===== src/rtl/frlb_pkg.sv =====
// Shared types and constants of the least-loaded FASTA record binner.
// Used by every module of the block; depends on nothing.
`default_nettype none

package frlb_pkg;

  // Bin store geometry.
  localparam int MAX_BINS = 16;
  localparam int LOAD_W   = 40;
  localparam int BIN_W    = (MAX_BINS > 1) ? $clog2(MAX_BINS) : 1;
  localparam int CNT_W    = $clog2(MAX_BINS + 1);
  localparam logic [LOAD_W-1:0] LOAD_MAX = '1;

  // Field widths.
  localparam int DATA_W      = 8;
  localparam int LEN_W       = 32;
  localparam int IDX_FIELD_W = 4;
  localparam int CFG_W       = 5;
  localparam int OUT_TDATA_W = 40;

  // Byte codes the line framer reacts to.
  localparam logic [DATA_W-1:0] BYTE_LF    = 8'h0A;
  localparam logic [DATA_W-1:0] BYTE_GT    = 8'h3E;
  localparam logic [DATA_W-1:0] BYTE_SPACE = 8'h20;

  // Command queue between front and back.
  localparam int Q_DEPTH = 4;
  localparam int Q_AW    = $clog2(Q_DEPTH);
  localparam int Q_CW    = $clog2(Q_DEPTH + 1);

  // One closed record waiting for a bin.
  typedef struct packed {
    logic [LEN_W-1:0] length;
    logic             last;
  } cmd_t;

  // Up to two closed records produced by one input word.
  typedef struct packed {
    logic [1:0] cnt;
    cmd_t       first;
    cmd_t       second;
  } push_t;

  typedef enum logic [1:0] {
    BK_IDLE,
    BK_SCAN,
    BK_EMIT
  } bk_state_t;

endpackage

`default_nettype wire


===== src/rtl/fasta_record_least_loaded_binner.sv =====
// Least-loaded FASTA record binner.
//
// in_*  : one text byte per word, tdata[7:0] the byte, tlast marks the last
//         byte of the file (the open line and record are then flushed).
// out_* : one word per closed record, tdata[3:0] the chosen bin,
//         tdata[35:4] the record length, tdata[39:36] zero; tlast marks the
//         last record closed by a given input byte.
// cfg_* : write of the bin count; cfg_ready is always high. Write only while
//         the block is idle.
// A byte is taken each cycle while the record queue (four entries) has room
// for two more records; most bytes close nothing and flow at full rate.
// Each closed record is placed by the bin picker's one-bin-per-cycle scan of
// the load store over the bins in use, and the result word is registered.
// Reset clears all bin loads, the line and record state and the queue, and
// sets the bin count to one. A stalled receiver holds the result word; the
// picker then waits, the queue fills and in_tready drops.
// Depends on frlb_pkg, frlb_front, frlb_queue and frlb_back.
`default_nettype none

module fasta_record_least_loaded_binner (
  input  wire logic                              clk,
  input  wire logic                              rst_n,
  input  wire logic                              in_tvalid,
  output logic                                   in_tready,
  input  wire logic [7:0]                        in_tdata,   // data_byte
  input  wire logic                              in_tlast,   // final_byte
  output logic                                   out_tvalid,
  input  wire logic                              out_tready,
  output logic [frlb_pkg::OUT_TDATA_W-1:0]       out_tdata,  // bin_index, record_length
  output logic                                   out_tlast,  // last_result
  input  wire logic                              cfg_valid,
  output logic                                   cfg_ready,
  input  wire logic [frlb_pkg::CFG_W-1:0]        cfg_data    // bin_count
);

  logic [frlb_pkg::CFG_W-1:0] bin_count_r;
  frlb_pkg::push_t            push;
  frlb_pkg::cmd_t             head;
  logic                       q_room;
  logic                       head_valid;
  logic                       pop;

  // Bin count register.
  assign cfg_ready = 1'b1;

  always_ff @(posedge clk) begin
    if (!rst_n) begin
      bin_count_r <= frlb_pkg::CFG_W'(1);
    end else if (cfg_valid) begin
      bin_count_r <= cfg_data;
    end
  end

  frlb_front u_front (
    .clk       (clk),
    .rst_n     (rst_n),
    .in_tvalid (in_tvalid),
    .in_tready (in_tready),
    .in_tdata  (in_tdata),
    .in_tlast  (in_tlast),
    .q_room    (q_room),
    .push      (push)
  );

  frlb_queue u_queue (
    .clk        (clk),
    .rst_n      (rst_n),
    .push       (push),
    .room       (q_room),
    .head_valid (head_valid),
    .head       (head),
    .pop        (pop)
  );

  frlb_back u_back (
    .clk        (clk),
    .rst_n      (rst_n),
    .bin_count  (bin_count_r),
    .head_valid (head_valid),
    .head       (head),
    .pop        (pop),
    .out_tvalid (out_tvalid),
    .out_tready (out_tready),
    .out_tdata  (out_tdata),
    .out_tlast  (out_tlast)
  );

endmodule

`default_nettype wire


===== src/rtl/frlb_front.sv =====
// Front end: frames the byte stream into lines and closes records.
// Depends on frlb_pkg; feeds closed records to frlb_queue.
`default_nettype none

module frlb_front (
  input  wire logic                          clk,
  input  wire logic                          rst_n,
  input  wire logic                          in_tvalid,
  output logic                               in_tready,
  input  wire logic [frlb_pkg::DATA_W-1:0]   in_tdata,
  input  wire logic                          in_tlast,
  input  wire logic                          q_room,
  output frlb_pkg::push_t                    push
);

  logic                         rec_open_r, rec_open_nxt;
  logic [frlb_pkg::LEN_W-1:0]   open_len_r, open_len_nxt;
  logic                         line_marker_r, line_marker_nxt;
  logic                         line_nonempty_r, line_nonempty_nxt;
  logic [frlb_pkg::LEN_W-1:0]   line_cnt_r, line_cnt_nxt;

  logic                         accept;
  logic                         is_lf;
  logic                         marker_upd, nonempty_upd;
  logic                         count_byte;
  logic [frlb_pkg::LEN_W-1:0]   cnt_upd;
  logic                         line_end;
  logic [frlb_pkg::LEN_W+1:0]   len_sum;
  logic [frlb_pkg::LEN_W-1:0]   len_grown;
  logic                         close_a, close_b;
  logic                         open_mid;
  logic [frlb_pkg::LEN_W-1:0]   len_mid;

  assign in_tready = q_room;
  assign accept    = in_tvalid && q_room;

  // Line state including the current word.
  always_comb begin
    is_lf        = (in_tdata == frlb_pkg::BYTE_LF);
    marker_upd   = line_marker_r || (!is_lf && (in_tdata == frlb_pkg::BYTE_GT));
    nonempty_upd = line_nonempty_r || !is_lf;
    count_byte   = !is_lf && (in_tdata != frlb_pkg::BYTE_SPACE);
    cnt_upd      = (count_byte && (line_cnt_r != '1)) ? line_cnt_r + 1'b1 : line_cnt_r;
    line_end     = is_lf || in_tlast;
    // Open length plus the line's count, in one saturating add.
    len_sum      = {2'b00, open_len_r} + {2'b00, line_cnt_r} +
                   {{(frlb_pkg::LEN_W+1){1'b0}}, count_byte};
    len_grown    = (len_sum[frlb_pkg::LEN_W+1:frlb_pkg::LEN_W] != 2'b00) ?
                   '1 : len_sum[frlb_pkg::LEN_W-1:0];
  end

  // Acting on the end of a line, then on the final flush.
  always_comb begin
    close_a  = 1'b0;
    open_mid = rec_open_r;
    len_mid  = open_len_r;
    if (line_end) begin
      if (marker_upd) begin
        close_a  = rec_open_r;
        open_mid = 1'b1;
        len_mid  = '0;
      end else if (!nonempty_upd) begin
        close_a  = rec_open_r;
        open_mid = 1'b0;
        len_mid  = '0;
      end else if (rec_open_r) begin
        len_mid  = len_grown;
      end
    end
    close_b = in_tlast && open_mid;

    push = '0;
    if (accept) begin
      if (close_a) begin
        push.first.length  = open_len_r;
        push.first.last    = !close_b;
        push.second.length = len_mid;
        push.second.last   = 1'b1;
        push.cnt           = close_b ? 2'd2 : 2'd1;
      end else if (close_b) begin
        push.first.length  = len_mid;
        push.first.last    = 1'b1;
        push.cnt           = 2'd1;
      end
    end

    rec_open_nxt      = rec_open_r;
    open_len_nxt      = open_len_r;
    line_marker_nxt   = line_marker_r;
    line_nonempty_nxt = line_nonempty_r;
    line_cnt_nxt      = line_cnt_r;
    if (accept) begin
      rec_open_nxt = in_tlast ? 1'b0 : open_mid;
      open_len_nxt = in_tlast ? '0 : len_mid;
      if (line_end) begin
        line_marker_nxt   = 1'b0;
        line_nonempty_nxt = 1'b0;
        line_cnt_nxt      = '0;
      end else begin
        line_marker_nxt   = marker_upd;
        line_nonempty_nxt = nonempty_upd;
        line_cnt_nxt      = cnt_upd;
      end
    end
  end

  // Record and line state registers.
  always_ff @(posedge clk) begin
    if (!rst_n) begin
      rec_open_r      <= 1'b0;
      open_len_r      <= '0;
      line_marker_r   <= 1'b0;
      line_nonempty_r <= 1'b0;
      line_cnt_r      <= '0;
    end else begin
      rec_open_r      <= rec_open_nxt;
      open_len_r      <= open_len_nxt;
      line_marker_r   <= line_marker_nxt;
      line_nonempty_r <= line_nonempty_nxt;
      line_cnt_r      <= line_cnt_nxt;
    end
  end

endmodule

`default_nettype wire


===== src/rtl/frlb_queue.sv =====
// Short queue of closed records between the front end and the bin picker.
// Takes up to two records a cycle and gives one. Depends on frlb_pkg.
`default_nettype none

module frlb_queue (
  input  wire logic            clk,
  input  wire logic            rst_n,
  input  wire frlb_pkg::push_t push,
  output logic                 room,
  output logic                 head_valid,
  output frlb_pkg::cmd_t       head,
  input  wire logic            pop
);

  frlb_pkg::cmd_t             mem_r [frlb_pkg::Q_DEPTH];
  logic [frlb_pkg::Q_AW-1:0]  wr_ptr_r, wr_ptr_nxt;
  logic [frlb_pkg::Q_AW-1:0]  rd_ptr_r, rd_ptr_nxt;
  logic [frlb_pkg::Q_CW-1:0]  cnt_r, cnt_nxt;
  logic [frlb_pkg::Q_AW-1:0]  wr_ptr_inc;

  // Room for a word that closes two records at once.
  assign room       = (cnt_r <= frlb_pkg::Q_CW'(frlb_pkg::Q_DEPTH - 2));
  assign head_valid = (cnt_r != '0);
  assign head       = mem_r[rd_ptr_r];
  assign wr_ptr_inc = wr_ptr_r + 1'b1;

  always_comb begin
    wr_ptr_nxt = wr_ptr_r + frlb_pkg::Q_AW'(push.cnt);
    rd_ptr_nxt = pop ? rd_ptr_r + 1'b1 : rd_ptr_r;
    cnt_nxt    = cnt_r + frlb_pkg::Q_CW'(push.cnt) - frlb_pkg::Q_CW'(pop);
  end

  // Entry storage.
  always_ff @(posedge clk) begin
    if (push.cnt != 2'd0) begin
      mem_r[wr_ptr_r] <= push.first;
    end
    if (push.cnt == 2'd2) begin
      mem_r[wr_ptr_inc] <= push.second;
    end
  end

  // Pointers and fill count.
  always_ff @(posedge clk) begin
    if (!rst_n) begin
      wr_ptr_r <= '0;
      rd_ptr_r <= '0;
      cnt_r    <= '0;
    end else begin
      wr_ptr_r <= wr_ptr_nxt;
      rd_ptr_r <= rd_ptr_nxt;
      cnt_r    <= cnt_nxt;
    end
  end

endmodule

`default_nettype wire


===== src/rtl/frlb_back.sv =====
// Back end: scans the bin loads for the least loaded bin, one bin a cycle,
// updates its load and registers the result word. Depends on frlb_pkg.
`default_nettype none

module frlb_back (
  input  wire logic                              clk,
  input  wire logic                              rst_n,
  input  wire logic [frlb_pkg::CFG_W-1:0]        bin_count,
  input  wire logic                              head_valid,
  input  wire frlb_pkg::cmd_t                    head,
  output logic                                   pop,
  output logic                                   out_tvalid,
  input  wire logic                              out_tready,
  output logic [frlb_pkg::OUT_TDATA_W-1:0]       out_tdata,
  output logic                                   out_tlast
);

  localparam int SUM_W = ((frlb_pkg::LOAD_W > frlb_pkg::LEN_W) ?
                          frlb_pkg::LOAD_W : frlb_pkg::LEN_W) + 1;

  frlb_pkg::bk_state_t            state_r, state_nxt;
  logic [frlb_pkg::LOAD_W-1:0]    loads_r [frlb_pkg::MAX_BINS];
  logic [frlb_pkg::CNT_W-1:0]     idx_r, idx_nxt;
  logic [frlb_pkg::BIN_W-1:0]     best_idx_r, best_idx_nxt;
  logic [frlb_pkg::LOAD_W-1:0]    best_load_r, best_load_nxt;
  logic [frlb_pkg::CNT_W-1:0]     used;
  logic [frlb_pkg::LOAD_W-1:0]    rd_load;
  logic [SUM_W-1:0]               load_sum;
  logic [frlb_pkg::LOAD_W-1:0]    new_load;
  logic                           emit;
  logic                           out_valid_r;
  logic [frlb_pkg::OUT_TDATA_W-1:0] out_data_r;
  logic                           out_last_r;

  // Bins in use, with zero and oversize counts clamped.
  always_comb begin
    if (bin_count == '0) begin
      used = frlb_pkg::CNT_W'(1);
    end else if (32'(bin_count) > frlb_pkg::MAX_BINS) begin
      used = frlb_pkg::CNT_W'(frlb_pkg::MAX_BINS);
    end else begin
      used = frlb_pkg::CNT_W'(bin_count);
    end
  end

  assign rd_load  = loads_r[idx_r[frlb_pkg::BIN_W-1:0]];
  assign load_sum = SUM_W'(best_load_r) + SUM_W'(head.length);
  assign new_load = (load_sum > SUM_W'(frlb_pkg::LOAD_MAX)) ?
                    frlb_pkg::LOAD_MAX : frlb_pkg::LOAD_W'(load_sum);

  // Scan sequencer.
  always_comb begin
    state_nxt     = state_r;
    idx_nxt       = idx_r;
    best_idx_nxt  = best_idx_r;
    best_load_nxt = best_load_r;
    emit          = 1'b0;
    unique case (state_r)
      frlb_pkg::BK_IDLE: begin
        if (head_valid) begin
          idx_nxt       = frlb_pkg::CNT_W'(1);
          best_idx_nxt  = '0;
          best_load_nxt = loads_r[0];
          state_nxt     = frlb_pkg::BK_SCAN;
        end
      end
      frlb_pkg::BK_SCAN: begin
        if (idx_r < used) begin
          if (rd_load < best_load_r) begin
            best_idx_nxt  = idx_r[frlb_pkg::BIN_W-1:0];
            best_load_nxt = rd_load;
          end
          idx_nxt = idx_r + 1'b1;
        end else begin
          state_nxt = frlb_pkg::BK_EMIT;
        end
      end
      frlb_pkg::BK_EMIT: begin
        if (!out_valid_r || out_tready) begin
          emit      = 1'b1;
          state_nxt = frlb_pkg::BK_IDLE;
        end
      end
      default: state_nxt = frlb_pkg::BK_IDLE;
    endcase
  end

  assign pop = emit;

  always_ff @(posedge clk) begin
    if (!rst_n) begin
      state_r <= frlb_pkg::BK_IDLE;
    end else begin
      state_r <= state_nxt;
    end
  end

  always_ff @(posedge clk) begin
    idx_r       <= idx_nxt;
    best_idx_r  <= best_idx_nxt;
    best_load_r <= best_load_nxt;
  end

  // Bin loads, cleared at reset.
  always_ff @(posedge clk) begin
    if (!rst_n) begin
      for (int i = 0; i < frlb_pkg::MAX_BINS; i++) begin
        loads_r[i] <= '0;
      end
    end else if (emit) begin
      loads_r[best_idx_r] <= new_load;
    end
  end

  // Output register; holds while the receiver stalls.
  always_ff @(posedge clk) begin
    if (!rst_n) begin
      out_valid_r <= 1'b0;
    end else if (emit) begin
      out_valid_r <= 1'b1;
    end else if (out_tready) begin
      out_valid_r <= 1'b0;
    end
  end

  always_ff @(posedge clk) begin
    if (emit) begin
      out_data_r <= frlb_pkg::OUT_TDATA_W'({head.length,
                                            frlb_pkg::IDX_FIELD_W'(best_idx_r)});
      out_last_r <= head.last;
    end
  end

  assign out_tvalid = out_valid_r;
  assign out_tdata  = out_data_r;
  assign out_tlast  = out_last_r;

endmodule

`default_nettype wire


===== config.mk =====
export PLATFORM = sky130hd
export DESIGN_NAME = fasta_record_least_loaded_binner
export DESIGN_NICKNAME = d
export VERILOG_FILES = /design/src/rtl/frlb_pkg.sv /design/src/rtl/fasta_record_least_loaded_binner.sv /design/src/rtl/frlb_front.sv /design/src/rtl/frlb_queue.sv /design/src/rtl/frlb_back.sv
export SDC_FILE = /design/constraint.sdc
export NUM_CORES = 2
export LEC_CHECK = 0
export BUFFER_PORTS_ARGS = -buffer_cell sky130_fd_sc_hd__clkbuf_2
export CAP_MARGIN = 40
export CELL_PAD_IN_SITES_DETAIL_PLACEMENT = 0
export CELL_PAD_IN_SITES_GLOBAL_PLACEMENT = 1
export CORE_UTILIZATION = 45
export CTS_CLUSTER_SIZE = 12
export DETAILED_ROUTE_END_ITERATION = 8
export PLACE_DENSITY_LB_ADDON = 0.1
export SYNTH_ARGS = -nofsm -noshare
export SYNTH_HDL_FRONTEND = slang
export SYNTH_HIERARCHICAL = 1
export SYNTH_SLANG_ARGS = --single-unit

===== constraint.sdc =====
create_clock -name clk -period 7.99 [get_ports clk]
set_input_delay 2.397 -clock clk [delete_from_list [all_inputs] [get_ports clk]]
set_output_delay 2.397 -clock clk [all_outputs]
set_load 0.03 [all_outputs]

==> flow_summary_export.csv <==
group,metric,value,unit
cells_and_area,nets,3745,
critical_path,crit_fanout,14,
synth,synth.avg_cell_area,13.0,µm²
floorplan,core_region_area,102000,µm²
sta,final_max_slew_viol_count,0,
routing,drt_iter0_drc,3003,
synth,synth_ff_type,"edfxtp_1",
synth,synth_commonest_cells,"edfxtp_1 (858), nor2_1 (742), nand2_1 (298)",
sta,finalClockSkew,0.0299,ns
routing,wl_per_cell,28.8,µm
sta,hold_violations,0,
sta,fin_tns_setup,0,ns
floorplan,rows,117,
routing,routed_wl,146000,µm
floorplan,die_h,324,µm
global_routing,top_usage_layer,"met2",
power_and_ir_drop,vdd_drop_max,0.237,mV
routing,viasPerCell,5.98,
critical_path,crit_type,"in -> reg",
synth,synthCells,3589,
clocking,cts_sinks,946,
sta,period_minus_slack,6.29,ns
routing,first_pass_iters,7,
sta,clock.fmax,159,MHz
flow_run,maxCapViolCount,0,
synth,yosys.area.top_type,"edfxtp_1",
placement,placed_cell_area,48500,µm²
global_routing,grt_max_degree,61,
placement,hpwlAfterDp,93800,µm
floorplan,pin_count,63,
global_routing,antenna_found_initial,3,
global_routing,grt-ovfl-total,0,
clocking,insertion_delay,0.70,ns
clocking,cts_resized,0,
clocking,clock-root-buffer,"clkbuf_16",
synth,ys_types,89,
floorplan,die_x,324,µm
sta,finalCritPeriodShare,78.7,%
global_routing,grt_pass1_wl,212000,µm
synth,synth_top_area_share,55.1,%
clocking,tritoncts,"built",
critical_path,required,8.41,ns
clocking,cts_buffer_depth,3,
cells_and_area,fin_area,51800,µm²
synth,synth_area_leaders,"edfxtp_1 (55%), mux4_2 (11%), nor2_1 (6.0%), dfxtp_1 (3.8%), mux2_2 (3.1%)",
synth,synth_most_common_cell,"edfxtp_1",
synth,yosysSeqAreaShare,58.9,%
clocking,numCtsBuffers,103,
global_routing,met1_usage,37.5,%
global_routing,grt_usage,27.7,%
hold_path,hold_path.class,"reg -> reg",
synth,synthArstFlopShare,0,%
sta,rsz0062_at_grt,"false",
routing,drtAntennaViolNets,0,
floorplan,die_area,105000,µm²
synth,syn_area,46800,µm²
routing,drcViolationCount,0,
cells_and_area,area_growth,10.8,%
power_and_ir_drop,cellPowerDensity,293,nW/µm²
sta,relSlewSlack,36.7,%
cells_and_area,layout-drive-gt1-share,20.8,%
clocking,cts_setup_buffers,0,
power_and_ir_drop,p_leak,19.0,nW
placement,port_buffers,57,
critical_path,arrival,6.72,ns
clocking,holdBufCountCts,0,
floorplan,initial_core_util,45.7,%
placement,globalplace.congestion,0.880,
synth,synth-edff-count,858,
critical_path,start_kind,"input pin",
clocking,htreeDepth,3,
critical_path,endpoint_kind,"flop",
routing,vias,30300,
global_routing,use_met2,45.5,%
sta,worst_pin_slew,0.950,ns
synth,yosysWarningCount,6,
outcome,outcome,"completed",
cells_and_area,final_util,50.6,%
global_routing,first_global_vias,30600,
sta,setup_viol,0,
global_routing,grtUsageMet3,3.69,%
clocking,clk_pin_slew_worst_paths,0.06,ns
synth,ys_ff_latch,946,
==> cell type report <==
class | count | area, µm²
fill | 8830 | 50500
sequential | 946 | 27500
multi-input combinational | 2331 | 17800
clock buffer | 144 | 2840
tap | 1368 | 1710
timing repair buffer | 152 | 1170
clock inverter | 46 | 423
inverter | 75 | 282
antenna | 1 | 2.50
==> stage by stage <==
step                      hold WS (ns)  power (mW)  cells  worst slack [ns]
after floorplan                  0.434        9.24   3623              1.05
after global placement           0.469        10.5   4857             0.928
after detailed placement         0.470        10.6   4872              1.01
after CTS                        0.488        15.3   5062              1.74
after global routing             0.527        15.8   5062              1.35
final                            0.476        15.2   5063              1.70
==> layer usage <==
metal / up-vias / wire (µm)
met4: 0 / 5600
met5: - / 0
met3: 250 / 9140
met2: 1156 / 70300
li1: 13200 / -
met1: 15600 / 60800
==> critical path, cell delays in order <==
cell,delay [ns]
clkbuf_2,0.07
or3_1,0.41
nor3_2,0.20
o21ai_0,0.25
fa_1,0.48
inv_1,0.09
fa_1,0.20
nand2b_1,0.15
a21oi_2,0.08
o211ai_2,0.20
a21oi_1,0.16
o31ai_4,0.37
a21oi_2,0.14
or2_1,0.43
buf_8,0.25
o21ai_0,0.24
o21ai_0,0.23
mux2_2,0.36
==> state kept, by name (all words and copies together) (netlist names), named ones only <==
signal,cells
u_back/out_tdata,36
u_front/line_marker_r,1
u_back/loads_r,640
u_back/best_idx_r,4
bin_count_r,5
u_front/rec_open_r,1
u_back/best_load_r,40
u_front/line_cnt_r,32
u_queue/rd_ptr_r,2
u_back/state_r,2
u_back/out_tlast,1
u_front/open_len_r,32
u_front/line_nonempty_r,1
u_back/idx_r,5
u_queue/wr_ptr_r,2
u_queue/cnt_r,3
u_queue/mem_r,132
u_back/out_tvalid,1
==> worst paths after layout <==
| path | end | slack [ns] | startpoint | depth (start not counted) |
|---|---|---|---|---|
| max reg2reg | u_back/best_load_r[2]$_DFFE_PP_ | 2.27 | flop | 13 |
| min reg2reg | bin_count_r[0]$_SDFFE_PN1P_ | 0.48 | bin_count_r[0]$_SDFFE_PN1P_ | 2 |
| min | bin_count_r[0]$_SDFFE_PN1P_ | 0.48 | bin_count_r[0]$_SDFFE_PN1P_ | 2 |
| max | u_queue/mem_r[2][15]$_DFFE_PP_ | 1.70 | in_tdata[0] | 18 |
==> kinds of logic after synthesis <==
logic type,share of synthesized area [%]
other,0.0241
and+or+nand+nor,12.1
buffers and inverters,3.64
AOI/OAI and AO/OA,5.88
xor gates and xnor gates,1.63
adders and majority gates,3.19
muxes,14.7
DFF,58.9
==> cells in the final DEF (no fill, tap or decap), drive strengths merged, types with 7 or more instances in the layout <==
cell type	Yosys	routed
nand2b	15	15
or3	15	15
o21a	9	9
a21oi	138	138
a211oi	17	17
xnor2	37	37
and2	26	26
nor2	767	767
clkbuf	138	201
buf	133	95
ha	113	113
nand2	298	298
xor2	45	45
a22o	14	14
clkinv	0	36
nand3b	7	7
and3	13	13
nor3	33	33
o21bai	13	13
nor2b	22	22
nand3	44	44
conb	3	37
o21ai	116	116
mux2	135	135
mux2i	9	9
mux4	233	233
a31oi	9	9
o211ai	10	10
edfxtp	858	858
a21o	37	37
nand4	35	35
dfxtp	88	88
inv	75	78
==> where the power goes <==
group / total (mW) / internal [mW] / leakage [nW] / switching (mW)
logic: 4.54 / 1.73 / 8.09 / 2.81
clock network: 4.66 / 2.67 / 1.59 / 1.98
registers: 6.01 / 5.67 / 9.30 / 0.331
Power figures use the tool's default switching activity.
